$ cat src/rtl/core/rletd_pkg.sv
`default_nettype none
package rletd_pkg;

	localparam int unsigned SCREEN_COLUMNS = 32;

	localparam int unsigned CFG_W     = 8;
	localparam int unsigned CFG_IDX_W = 3;
	localparam int unsigned ROW_W     = 10;
	localparam int unsigned OFFSET_W  = 16;

	localparam logic [7:0]          TILE_MARK   = 8'h80;
	localparam logic [OFFSET_W-1:0] ROW_STEP    = OFFSET_W'(SCREEN_COLUMNS);
	localparam logic [ROW_W-1:0]    SCR_COLS_RW = ROW_W'(SCREEN_COLUMNS);

	typedef enum logic [CFG_IDX_W-1:0] {
		REG_ORIGIN_X        = 3'd0,
		REG_ORIGIN_Y        = 3'd1,
		REG_IMAGE_WIDTH     = 3'd2,
		REG_IMAGE_HEIGHT    = 3'd3,
		REG_WINDOW_LAST_ROW = 3'd4
	} cfg_reg_e;

	typedef enum logic [1:0] {
		ST_TILE     = 2'd0,
		ST_BYTE     = 2'd1,
		ST_IDLE     = 2'd2,
		ST_FINISHED = 2'd3
	} status_e;

	typedef struct packed {
		logic       req_type;
		logic [7:0] stream_byte;
	} in_item_t;

	typedef struct packed {
		status_e             status;
		logic                write_enable;
		logic [OFFSET_W-1:0] screen_offset;
		logic [7:0]          tile_value;
		logic                last;
	} out_item_t;

endpackage
`default_nettype wire

$ cat src/rtl/core/rle_tile_decoder_with_clipping.sv
// channel   direction  payload     handshake
// in        input      in_item_t   in_valid / in_stall
// out       output     out_item_t  out_valid / out_stall
// cfg       input      index+data  cfg_we, no wait
//
// One item per cycle while in_stall is low; each accepted item yields one result.
// Decode state updates in the same cycle the input transfer completes.
// A two-entry output stage (result register plus skid) holds one extra result
// while out_stall is high; in_stall rises only when both entries hold results.
// arst_n clears state to the image start for origin 0, size 1x1.
`default_nettype none
module rle_tile_decoder_with_clipping (
	input  wire logic                            clk,
	input  wire logic                            arst_n,
	input  wire logic                            in_valid,
	output logic                                 in_stall,
	input  wire rletd_pkg::in_item_t             in_data,
	output logic                                 out_valid,
	input  wire logic                            out_stall,
	output rletd_pkg::out_item_t                 out_data,
	input  wire logic                            cfg_we,
	input  wire logic [rletd_pkg::CFG_IDX_W-1:0] cfg_index,
	input  wire logic [rletd_pkg::CFG_W-1:0]     cfg_data
);
	import rletd_pkg::*;

	logic      accept;
	logic      skid_full;
	out_item_t result;

	assign in_stall = skid_full;
	assign accept   = in_valid && !skid_full;

	rletd_core u_core (
		.clk       (clk),
		.arst_n    (arst_n),
		.accept    (accept),
		.item      (in_data),
		.cfg_we    (cfg_we),
		.cfg_index (cfg_index),
		.cfg_data  (cfg_data),
		.result    (result)
	);

	rletd_skid u_skid (
		.clk       (clk),
		.arst_n    (arst_n),
		.push      (accept),
		.push_data (result),
		.full      (skid_full),
		.out_valid (out_valid),
		.out_stall (out_stall),
		.out_data  (out_data)
	);

endmodule
`default_nettype wire

$ cat src/rtl/core/rletd_skid.sv
`default_nettype none
module rletd_skid (
	input  wire logic                 clk,
	input  wire logic                 arst_n,
	input  wire logic                 push,
	input  wire rletd_pkg::out_item_t push_data,
	output logic                      full,
	output logic                      out_valid,
	input  wire logic                 out_stall,
	output rletd_pkg::out_item_t      out_data
);
	import rletd_pkg::*;

	logic      out_valid_q;
	logic      skid_valid_q;
	out_item_t out_data_q;
	out_item_t skid_data_q;
	logic      out_load;

	// output register may take a new entry when empty or when its transfer completes
	assign out_load = !out_valid_q || !out_stall;

	always_ff @(posedge clk or negedge arst_n) begin
		if (!arst_n) begin
			out_valid_q  <= 1'b0;
			skid_valid_q <= 1'b0;
		end else if (out_load) begin
			out_valid_q  <= skid_valid_q || push;
			skid_valid_q <= 1'b0;
		end else if (push) begin
			skid_valid_q <= 1'b1;
		end
	end

	always_ff @(posedge clk) begin
		if (out_load) begin
			out_data_q <= skid_valid_q ? skid_data_q : push_data;
		end else if (push) begin
			skid_data_q <= push_data;
		end
	end

	assign full      = skid_valid_q;
	assign out_valid = out_valid_q;
	assign out_data  = out_data_q;

endmodule
`default_nettype wire

$ cat src/rtl/core/rletd_core.sv
`default_nettype none
module rletd_core (
	input  wire logic                            clk,
	input  wire logic                            arst_n,
	input  wire logic                            accept,
	input  wire rletd_pkg::in_item_t             item,
	input  wire logic                            cfg_we,
	input  wire logic [rletd_pkg::CFG_IDX_W-1:0] cfg_index,
	input  wire logic [rletd_pkg::CFG_W-1:0]     cfg_data,
	output rletd_pkg::out_item_t                 result
);
	import rletd_pkg::*;

	// configuration
	logic [7:0] ox_q, oy_q, width_q, height_q, wlr_q;
	logic [7:0] ox_n, oy_n, width_n, height_n, wlr_n;
	logic       restart;

	// decode and placement state
	logic [7:0]          held_q, run_q, col_q, rows_q;
	logic                await_q, in_win_q, fin_q;
	logic [ROW_W-1:0]    row_q;
	logic [OFFSET_W-1:0] rb_q, wp_q;

	logic [7:0]          held_n, run_n, col_n, rows_n;
	logic                await_n, in_win_n, fin_n;
	logic [ROW_W-1:0]    row_n;
	logic [OFFSET_W-1:0] rb_n, wp_n;

	// image start values
	logic [ROW_W-1:0]    row0;
	logic [OFFSET_W-1:0] rb0;
	logic                fin0;

	logic                do_emit;
	logic [7:0]          tile_src;
	logic [ROW_W-1:0]    col_pos;
	logic                tile_we;
	logic [7:0]          col_inc;
	logic [7:0]          rows_inc;
	logic [ROW_W-1:0]    row_inc;

	always_comb begin
		ox_n     = ox_q;
		oy_n     = oy_q;
		width_n  = width_q;
		height_n = height_q;
		wlr_n    = wlr_q;
		restart  = cfg_we;
		unique case (cfg_index)
			REG_ORIGIN_X:        ox_n     = cfg_data;
			REG_ORIGIN_Y:        oy_n     = cfg_data;
			REG_IMAGE_WIDTH:     width_n  = cfg_data;
			REG_IMAGE_HEIGHT:    height_n = cfg_data;
			REG_WINDOW_LAST_ROW: wlr_n    = cfg_data;
			default:             restart  = 1'b0;
		endcase
	end

	// negative origins clamp to zero for the base offset
	always_comb begin
		row0 = {{(ROW_W-8){oy_n[7]}}, oy_n};
		rb0  = (ox_n[7] ? '0 : OFFSET_W'(ox_n))
		     + (oy_n[7] ? '0 : OFFSET_W'(OFFSET_W'(oy_n) * ROW_STEP));
		fin0 = $signed(row0) > $signed({{(ROW_W-8){1'b0}}, wlr_n});
	end

	always_comb begin
		held_n   = held_q;
		run_n    = run_q;
		await_n  = await_q;
		col_n    = col_q;
		rows_n   = rows_q;
		row_n    = row_q;
		in_win_n = in_win_q;
		rb_n     = rb_q;
		wp_n     = wp_q;
		fin_n    = fin_q;
		do_emit  = 1'b0;
		tile_src = held_q;
		result   = '0;
		result.status = ST_TILE;

		col_pos  = {{(ROW_W-8){ox_q[7]}}, ox_q} + {{(ROW_W-8){1'b0}}, col_q};
		tile_we  = in_win_q && !col_pos[ROW_W-1] && ($signed(col_pos) < $signed(SCR_COLS_RW));
		col_inc  = col_q + 8'd1;
		rows_inc = rows_q + 8'd1;
		row_inc  = row_q + ROW_W'(1);

		if (fin_q) begin
			result.status = ST_FINISHED;
		end else if (item.req_type) begin
			if (await_q || run_q == 8'd0) begin
				result.status = ST_IDLE;
			end else begin
				run_n   = run_q - 8'd1;
				do_emit = 1'b1;
			end
		end else if (await_q) begin
			await_n = 1'b0;
			run_n   = item.stream_byte;
			do_emit = 1'b1;
		end else begin
			run_n    = 8'd0;
			held_n   = item.stream_byte;
			tile_src = item.stream_byte;
			if (item.stream_byte[7]) begin
				await_n       = 1'b1;
				result.status = ST_BYTE;
			end else begin
				do_emit = 1'b1;
			end
		end

		if (do_emit) begin
			result.write_enable  = tile_we;
			result.screen_offset = tile_we ? wp_q : '0;
			result.tile_value    = tile_src | TILE_MARK;
			if (tile_we)
				wp_n = wp_q + OFFSET_W'(1);
			if (col_inc == width_q) begin
				col_n  = 8'd0;
				row_n  = row_inc;
				rows_n = rows_inc;
				if (rows_inc == height_q) begin
					fin_n = 1'b1;
				end else if ($signed(row_inc) > $signed({{(ROW_W-8){1'b0}}, wlr_q})) begin
					fin_n = 1'b1;
				end else begin
					// first row at or below screen top enters the window
					if (!in_win_q) begin
						if (!row_inc[ROW_W-1])
							in_win_n = 1'b1;
					end else begin
						rb_n = rb_q + ROW_STEP;
					end
					wp_n = in_win_q ? rb_q + ROW_STEP : rb_q;
				end
				result.last = fin_n;
			end else begin
				col_n = col_inc;
			end
		end
	end

	always_ff @(posedge clk or negedge arst_n) begin
		if (!arst_n) begin
			ox_q     <= 8'd0;
			oy_q     <= 8'd0;
			width_q  <= 8'd1;
			height_q <= 8'd1;
			wlr_q    <= 8'd0;
			held_q   <= 8'd0;
			run_q    <= 8'd0;
			await_q  <= 1'b0;
			col_q    <= 8'd0;
			rows_q   <= 8'd0;
			row_q    <= '0;
			in_win_q <= 1'b1;
			rb_q     <= '0;
			wp_q     <= '0;
			fin_q    <= 1'b0;
		end else if (restart) begin
			ox_q     <= ox_n;
			oy_q     <= oy_n;
			width_q  <= width_n;
			height_q <= height_n;
			wlr_q    <= wlr_n;
			held_q   <= 8'd0;
			run_q    <= 8'd0;
			await_q  <= 1'b0;
			col_q    <= 8'd0;
			rows_q   <= 8'd0;
			row_q    <= row0;
			in_win_q <= !fin0 && !row0[ROW_W-1];
			rb_q     <= rb0;
			wp_q     <= rb0;
			fin_q    <= fin0;
		end else if (accept) begin
			held_q   <= held_n;
			run_q    <= run_n;
			await_q  <= await_n;
			col_q    <= col_n;
			rows_q   <= rows_n;
			row_q    <= row_n;
			in_win_q <= in_win_n;
			rb_q     <= rb_n;
			wp_q     <= wp_n;
			fin_q    <= fin_n;
		end
	end

endmodule
`default_nettype wire

$ cat config.mk
export PLATFORM = sky130hd
export DESIGN_NAME = rle_tile_decoder_with_clipping
export DESIGN_NICKNAME = d
export VERILOG_FILES = /design/src/rtl/core/rletd_pkg.sv /design/src/rtl/core/rle_tile_decoder_with_clipping.sv /design/src/rtl/core/rletd_skid.sv /design/src/rtl/core/rletd_core.sv
export SDC_FILE = /design/constraint.sdc
export NUM_CORES = 1
export LEC_CHECK = 0
export BUFFER_PORTS_ARGS = -buffer_cell sky130_fd_sc_hd__buf_4
export CORE_UTILIZATION = 45
export CTS_BUF_LIST = sky130_fd_sc_hd__clkbuf_4 sky130_fd_sc_hd__clkbuf_8
export DETAILED_ROUTE_END_ITERATION = 16
export PLACE_DENSITY = 0.59
export SLEW_MARGIN = 30
export SYNTH_ARGS = -nofsm -noshare
export SYNTH_HDL_FRONTEND = slang
export SYNTH_HIERARCHICAL = 1
export SYNTH_SLANG_ARGS = --single-unit
$ cat constraint.sdc
create_clock -name clk -period 4.4 [get_ports clk]
set_clock_uncertainty 0.2 [all_clocks]
set_input_delay 1.32 -clock clk [delete_from_list [all_inputs] [get_ports clk]]
set_output_delay 1.32 -clock clk [all_outputs]
set_load 0.005 [all_outputs]
== Word level (Yosys, flattened, before mapping) ==
Index checks and enable logic that the tools add are counted.
Storage, ports and cells
  bits in registers: 174
  input port bits: 25
  output and inout port bits: 30
  logic and storage cells: 157
Cells by class
  add/subtract/negate cells: 8
  order comparisons: 3
  eq/ne operators: 11
  muxes and demuxes: 79
  bitwise gates (word level): 1
  reductions and logical operators: 28
Operator list (count)
  2-to-1 mux 16 bit: 15
  2-to-1 mux 8 bit: 17
  2-to-1 mux 7 bit: 6
  2-to-1 mux 10 bit: 4
  2-to-1 mux 1 bit: 30
  2-to-1 mux 28 bit: 1
  2-to-1 mux 26 bit: 1
  adder 16 x 1 -> 16 bit, second input constant: 1
  adder 16 bit: 1
  adder 16 x 6 -> 16 bit, second input constant: 1
  adder 8 x 1 -> 8 bit, second input constant: 2
  equality test 8 bit: 2
  2-to-1 mux 12 bit: 1
  adder 10 x 1 -> 10 bit, second input constant: 1
  adder 8 x 9 -> 10 bit: 1
  > comparator 10 x 9 -> 1 bit: 1
  less-than comparator 10 x 7 -> 1 bit, second input constant: 1
  > comparator 8 x 9 -> 1 bit: 1
  AND reduction 3 bit: 3
  logical NOT 8 bit: 1
  2-to-1 mux 2 bit: 4
  != test 2 x 1 -> 1 bit, second input constant: 4
  AND reduction 2 bit: 4
  nonzero test 2 bit: 4
  other kinds (12): 23

== Depth between registers and ports, before layout ==
  word-level depth: 11
  mapped depth: 15
  gate-level depth less buffers: 13

== By module ==
The synthesis kept the hierarchy.
Modules (own cells, without submodules)
  rletd_core: times used 1, cells an instance 896, area each 7808.7 um^2, seq. area each 2906.5 um^2
  rletd_skid: times used 1, cells an instance 93, area each 2214.6 um^2, seq. area each 1731.7 um^2
  rle_tile_decoder_with_clipping: times used 1, cells an instance 1, area each 13.8 um^2, seq. area each 0.0 um^2

== Worst setup path before layout ==
No wires, ideal clock.
  path kind: input -> register
  start: input port cfg_index[1] (netlist bit)
  end: register u_core.rb_q[11]
  arrival: 3.824 ns
  required time: 4.080 ns
  path slack: 0.256 ns
  stages on the path: 12
  cell sequence: nor3b_1 buf_2 mux2_2 nor2_1 ha_1 inv_1 fa_1 nor3_1 nor3_1 a211oi_1 o2111ai_1 o211a_1
On the way
  longest elaborated chain between the ends: 5
Ends and longest elaborated chain
  from (decl): line rle_tile_decoder_with_clipping.sv:22  | input wire logic [rletd_pkg::CFG_IDX_W-1:0] cfg_index,
  equality test 3 x 1 -> 1 bit (tied with other cells): line rletd_core.sv:50  | unique case (cfg_index)
  2-to-1 mux 8 bit or OR reduction 5 bit (tied branches)
  2-to-1 mux 12 bit (tied with other cells): line rletd_core.sv:64  | + (oy_n[7] ? '0 : OFFSET_W'(OFFSET_W'(oy_n) * ROW_STEP));
  adder 16 bit (tied with other cells): line rletd_core.sv:64
  2-to-1 mux 16 bit or AND reduction 5 bit (tied branches)
  to (signal assigned): line rletd_core.sv:176  | rb_q <= rb0;
  to (signal assigned): line rletd_core.sv:187  | rb_q <= rb_n;
  to (decl): line rletd_core.sv:23  | logic [OFFSET_W-1:0] rb_q, wp_q;
Parallel ways exist; a longest one is shown, timed or not.
A chain may end at the register's enable or synchronous reset.

== Final worst setup path ==
  start: input port cfg_index[1] (netlist bit)
  end: register u_core.wp_q[8]
On the way
  longest elaborated chain between the ends: 5
Ends and longest elaborated chain
  equality test 3 x 1 -> 1 bit: line rletd_core.sv:50
  2-to-1 mux 8 bit: line rletd_core.sv:50
  named net u_core.oy_n[1]: line rletd_core.sv:16  | logic [7:0] ox_n, oy_n, width_n, height_n, wlr_n;
  2-to-1 mux 12 bit: line rletd_core.sv:64
  adder 16 bit: line rletd_core.sv:64
  2-to-1 mux 16 bit: line rletd_core.sv:163  | end else if (restart) begin
  to (signal assigned): line rletd_core.sv:177  | wp_q <= rb0;
  to (signal assigned): line rletd_core.sv:188  | wp_q <= wp_n;
  to (decl): line rletd_core.sv:23
The timed path passes the listed nets, and every way through them passes these cells.

==> results.cfg <==
[yosys]
synth-warning-count = 6
syn_area_mm2 = 0.0100
yosys.area.top_type = dfrtp_1
avgSynthCellArea_um2 = 10.1
synthArstFlopShare_pct = 67.8
synth_seq_cells = 174
synth_cell_types = 72
yosysSeqAreaShare_pct = 46.2
netlist_instances = 990
synth.top_cell.area_share_pct = 28.7
syn-num-nets = 1050
ys.flop_type = dfrtp_1
synthTopCellsByArea = dfrtp_1, edfxtp_1, ha_1, mux2_4, nand2_1
synth_edf_count = 56

[grt]
grtUsageTotal_pct = 21.9
overflow = 0
grt_pass1_wl_um = 38800
grt_max_degree = 56
antenna_found_initial = 0
grt_pass1_vias = 7407

[floorplanning]
io_pins = 55
dieWidth_um = 151
initial_core_util_pct = 46.0
num_rows = 54
fp.coreArea_mm2 = 0.0218
die_h_um = 151
die_area_mm2 = 0.0229

[power_and_ir_drop]
p_seq_share_pct = 45.0
combPwrFrac_pct = 32.1
p_leak_nw = 4.77
p_per_area_mw_per_mm2 = 459
ir_drop_v = 0.000193
pwr-share-clk_pct = 22.8
p_int_mw = 3.26
finalPower_mw = 5.15
switching_power_mw = 1.90
p_sw_share_pct = 36.8

[cts]
clk_latency_ns = 0.47
clkTransAtPathRegs_ns = 0.10
clkSinkCount = 174
root_buffer = clkbuf_8
cts_made_buffers = 17
ctsHoldBuffers = 0
cts_setup_buffers = 0
cts.htree.levels = 4
cts.repair.resized = 0
cts_buffer_depth = 2
cts_tree = yes

[timing]
whs_ns = 0.289
period_share_pct = 89.6
fmax_mhz = 254
hold_viol = 0
final.setup.tns_ns = 0
drv_slew = 0
rsz0062_at_grt = false
worstMarginPinSlew_ns = 0.948
setup_viol = 0
layout_min_cycle_time_ns = 3.94
slew_headroom_pct = 36.8

[critical_path]
rr_endpoint = u_core/wp_q[7]
crit_fanout = 10
ff2ff_path_depth = 9
path_class = in -> reg
cp-start-kind = primary input
crit_arrival_ns = 4.14
end_kind = flip-flop
worstPathRequired_ns = 4.60
reg2reg_from = u_core/col_q[5]
r2r_slack_ns = 0.65

[worst_hold_path]
hold_path_startpoint = u_core/rb_q[2]
hp-class = reg -> reg
hold_end = u_core/rb_q[2]
hold_depth = 1

[drt]
detail-route-antenna-nets = 0
viasPerCell = 5.58
drt-total-wl_um = 23200
drcViolationCount = 0
post_drt_wl_per_cell_um = 17.4
drt_iter0_drc = 499
route.vias.total = 7462
drt-pass1-iter-count = 5

[cells_and_area]
nets = 1104
syn_to_final_growth_pct = 11.8
nFillCells = 2033
layout_commonest_cell = dfrtp_1
drive_gt1_share_pct = 17.0
n_antenna_cell = 0
final_cell_mix = dfrtp_1, nand2_1, nor2_1

[placed_design]
gp_congestion = 0.854
dp_hpwl_um = 16900
port_buffers = 54

[outcome]
outcome = complete, no violations

[run]
drv_cap = 0
## Yosys cell counts, types with 5 or more instances
master,count
a211oi_1,6
a21o_1,10
a21oi_1,67
a221oi_1,6
a31oi_1,10
and2_1,5
and3_1,27
and4_1,6
buf_2,7
clkbuf_1,26
dfrtp_1,115
edfxtp_1,56
ha_1,34
inv_1,30
mux2_2,29
mux2_4,28
mux2i_1,21
nand2_1,107
nand2b_1,6
nand3_1,32
nand3b_1,5
nand4_1,8
nand4b_1,6
nor2_1,96
nor2b_1,5
nor3_1,24
nor3b_1,7
nor4_1,7
o2111ai_1,5
o211a_1,5
o21a_1,13
o21ai_0,38
o21ai_1,10
o31ai_1,6
xnor2_1,38
xor2_1,28
## per-layer routing
metal,global-route usage [%],wire [um],vias to the layer above
met5,0,0,-
met4,6.95,498,0
met3,3.28,843,28
met2,35.1,10700,182
met1,30.4,11200,3569
li1,-,-,3683
## power by group through the flow
| stage | Sequential, mW | Combinational, mW | Clock [mW] |
|---|---|---|---|
| final | 2.32 | 1.66 | 1.18 |
| after global routing | 2.37 | 1.88 | 1.26 |
| after CTS | 2.32 | 1.67 | 1.21 |
| after floorplan | 2.25 | 1.23 | 0 |
| after detailed placement | 2.35 | 1.66 | 0 |
| after global placement | 2.34 | 1.64 | 0 |
## logic make-up (layout without fill, tap and decap cells)
logic type	Yosys count	count (layout)	synth area share, %
muxes	80	80	9.76
DFF	174	174	46.2
adders and majority gates	35	35	4.44
xor gates and xnor gates	66	66	5.76
AOI/OAI and AO/OA	204	204	13.1
and+or+nand+nor	359	359	17.6
buffers and inverters	72	139	3.15
## worst max-delay path, cell delays in order
cell and delay [ns]:
buf_4 0.13, nor3b_1 0.41, buf_4 0.28, mux2_2 0.38, nand2_1 0.12, inv_1 0.05, ha_1 0.27, a21oi_1 0.22
nor2_1 0.08, xnor2_1 0.14, o31ai_1 0.41, o21ai_0 0.17, a21oi_1 0.16
## worst max path at each step
stage,start,to,cells after the start
after floorplan,cfg_index[1],u_core/rb_q[11],12
after global placement,cfg_index[1],u_core/rb_q[11],12
after detailed placement,cfg_index[1],u_core/rb_q[11],12
after CTS,cfg_index[1],u_core/wp_q[8],13
after global routing,cfg_index[1],u_core/wp_q[8],13
final,cfg_index[1],u_core/wp_q[8],13
## layout make-up
cell class	count	area [um2]	share of cell area [%]
inverter	30	113	1.00
timing repair buffer	77	591	5.26
tap	280	350	3.12
clock inverter	15	190	1.69
multi-input combinational	744	5100	45.5
clock buffer	17	234	2.09
sequential	174	4640	41.3
## sequential cells by signal, indices dropped and copies added, names as in the netlist
name and cells:
u_skid/out_data 28, u_skid/skid_data_q 28, u_core/rb_q 16, u_core/wp_q 16, u_core/row_q 10, u_core/col_q 8
u_core/height_q 8, u_core/ox_q 8, u_core/oy_q 8, u_core/rows_q 8, u_core/run_q 8, u_core/width_q 8
u_core/wlr_q 8, u_core/held_q 7, u_core/await_q 1, u_core/fin_q 1, u_core/in_win_q 1, u_skid/full 1
u_skid/out_valid 1
## per-stage QoR
| stage | cell area, um2 | setup WS (ns) | util (%) | cells |
|---|---|---|---|---|
| 2_1_floorplan | 10000 | 0.256 | - | 990 |
| 3_3_place_gp | 10800 | 0.139 | 49.5 | 1305 |
| 3_5_place_dp | 10800 | 0.0668 | 49.5 | 1305 |
| 4_1_cts | 11200 | 0.535 | 51.4 | 1337 |
| 5_1_grt | 11200 | 0.282 | 51.4 | 1337 |
| 6_report | 11200 | 0.456 | 51.4 | 1337 |
(Power assumes the default switching activity.)
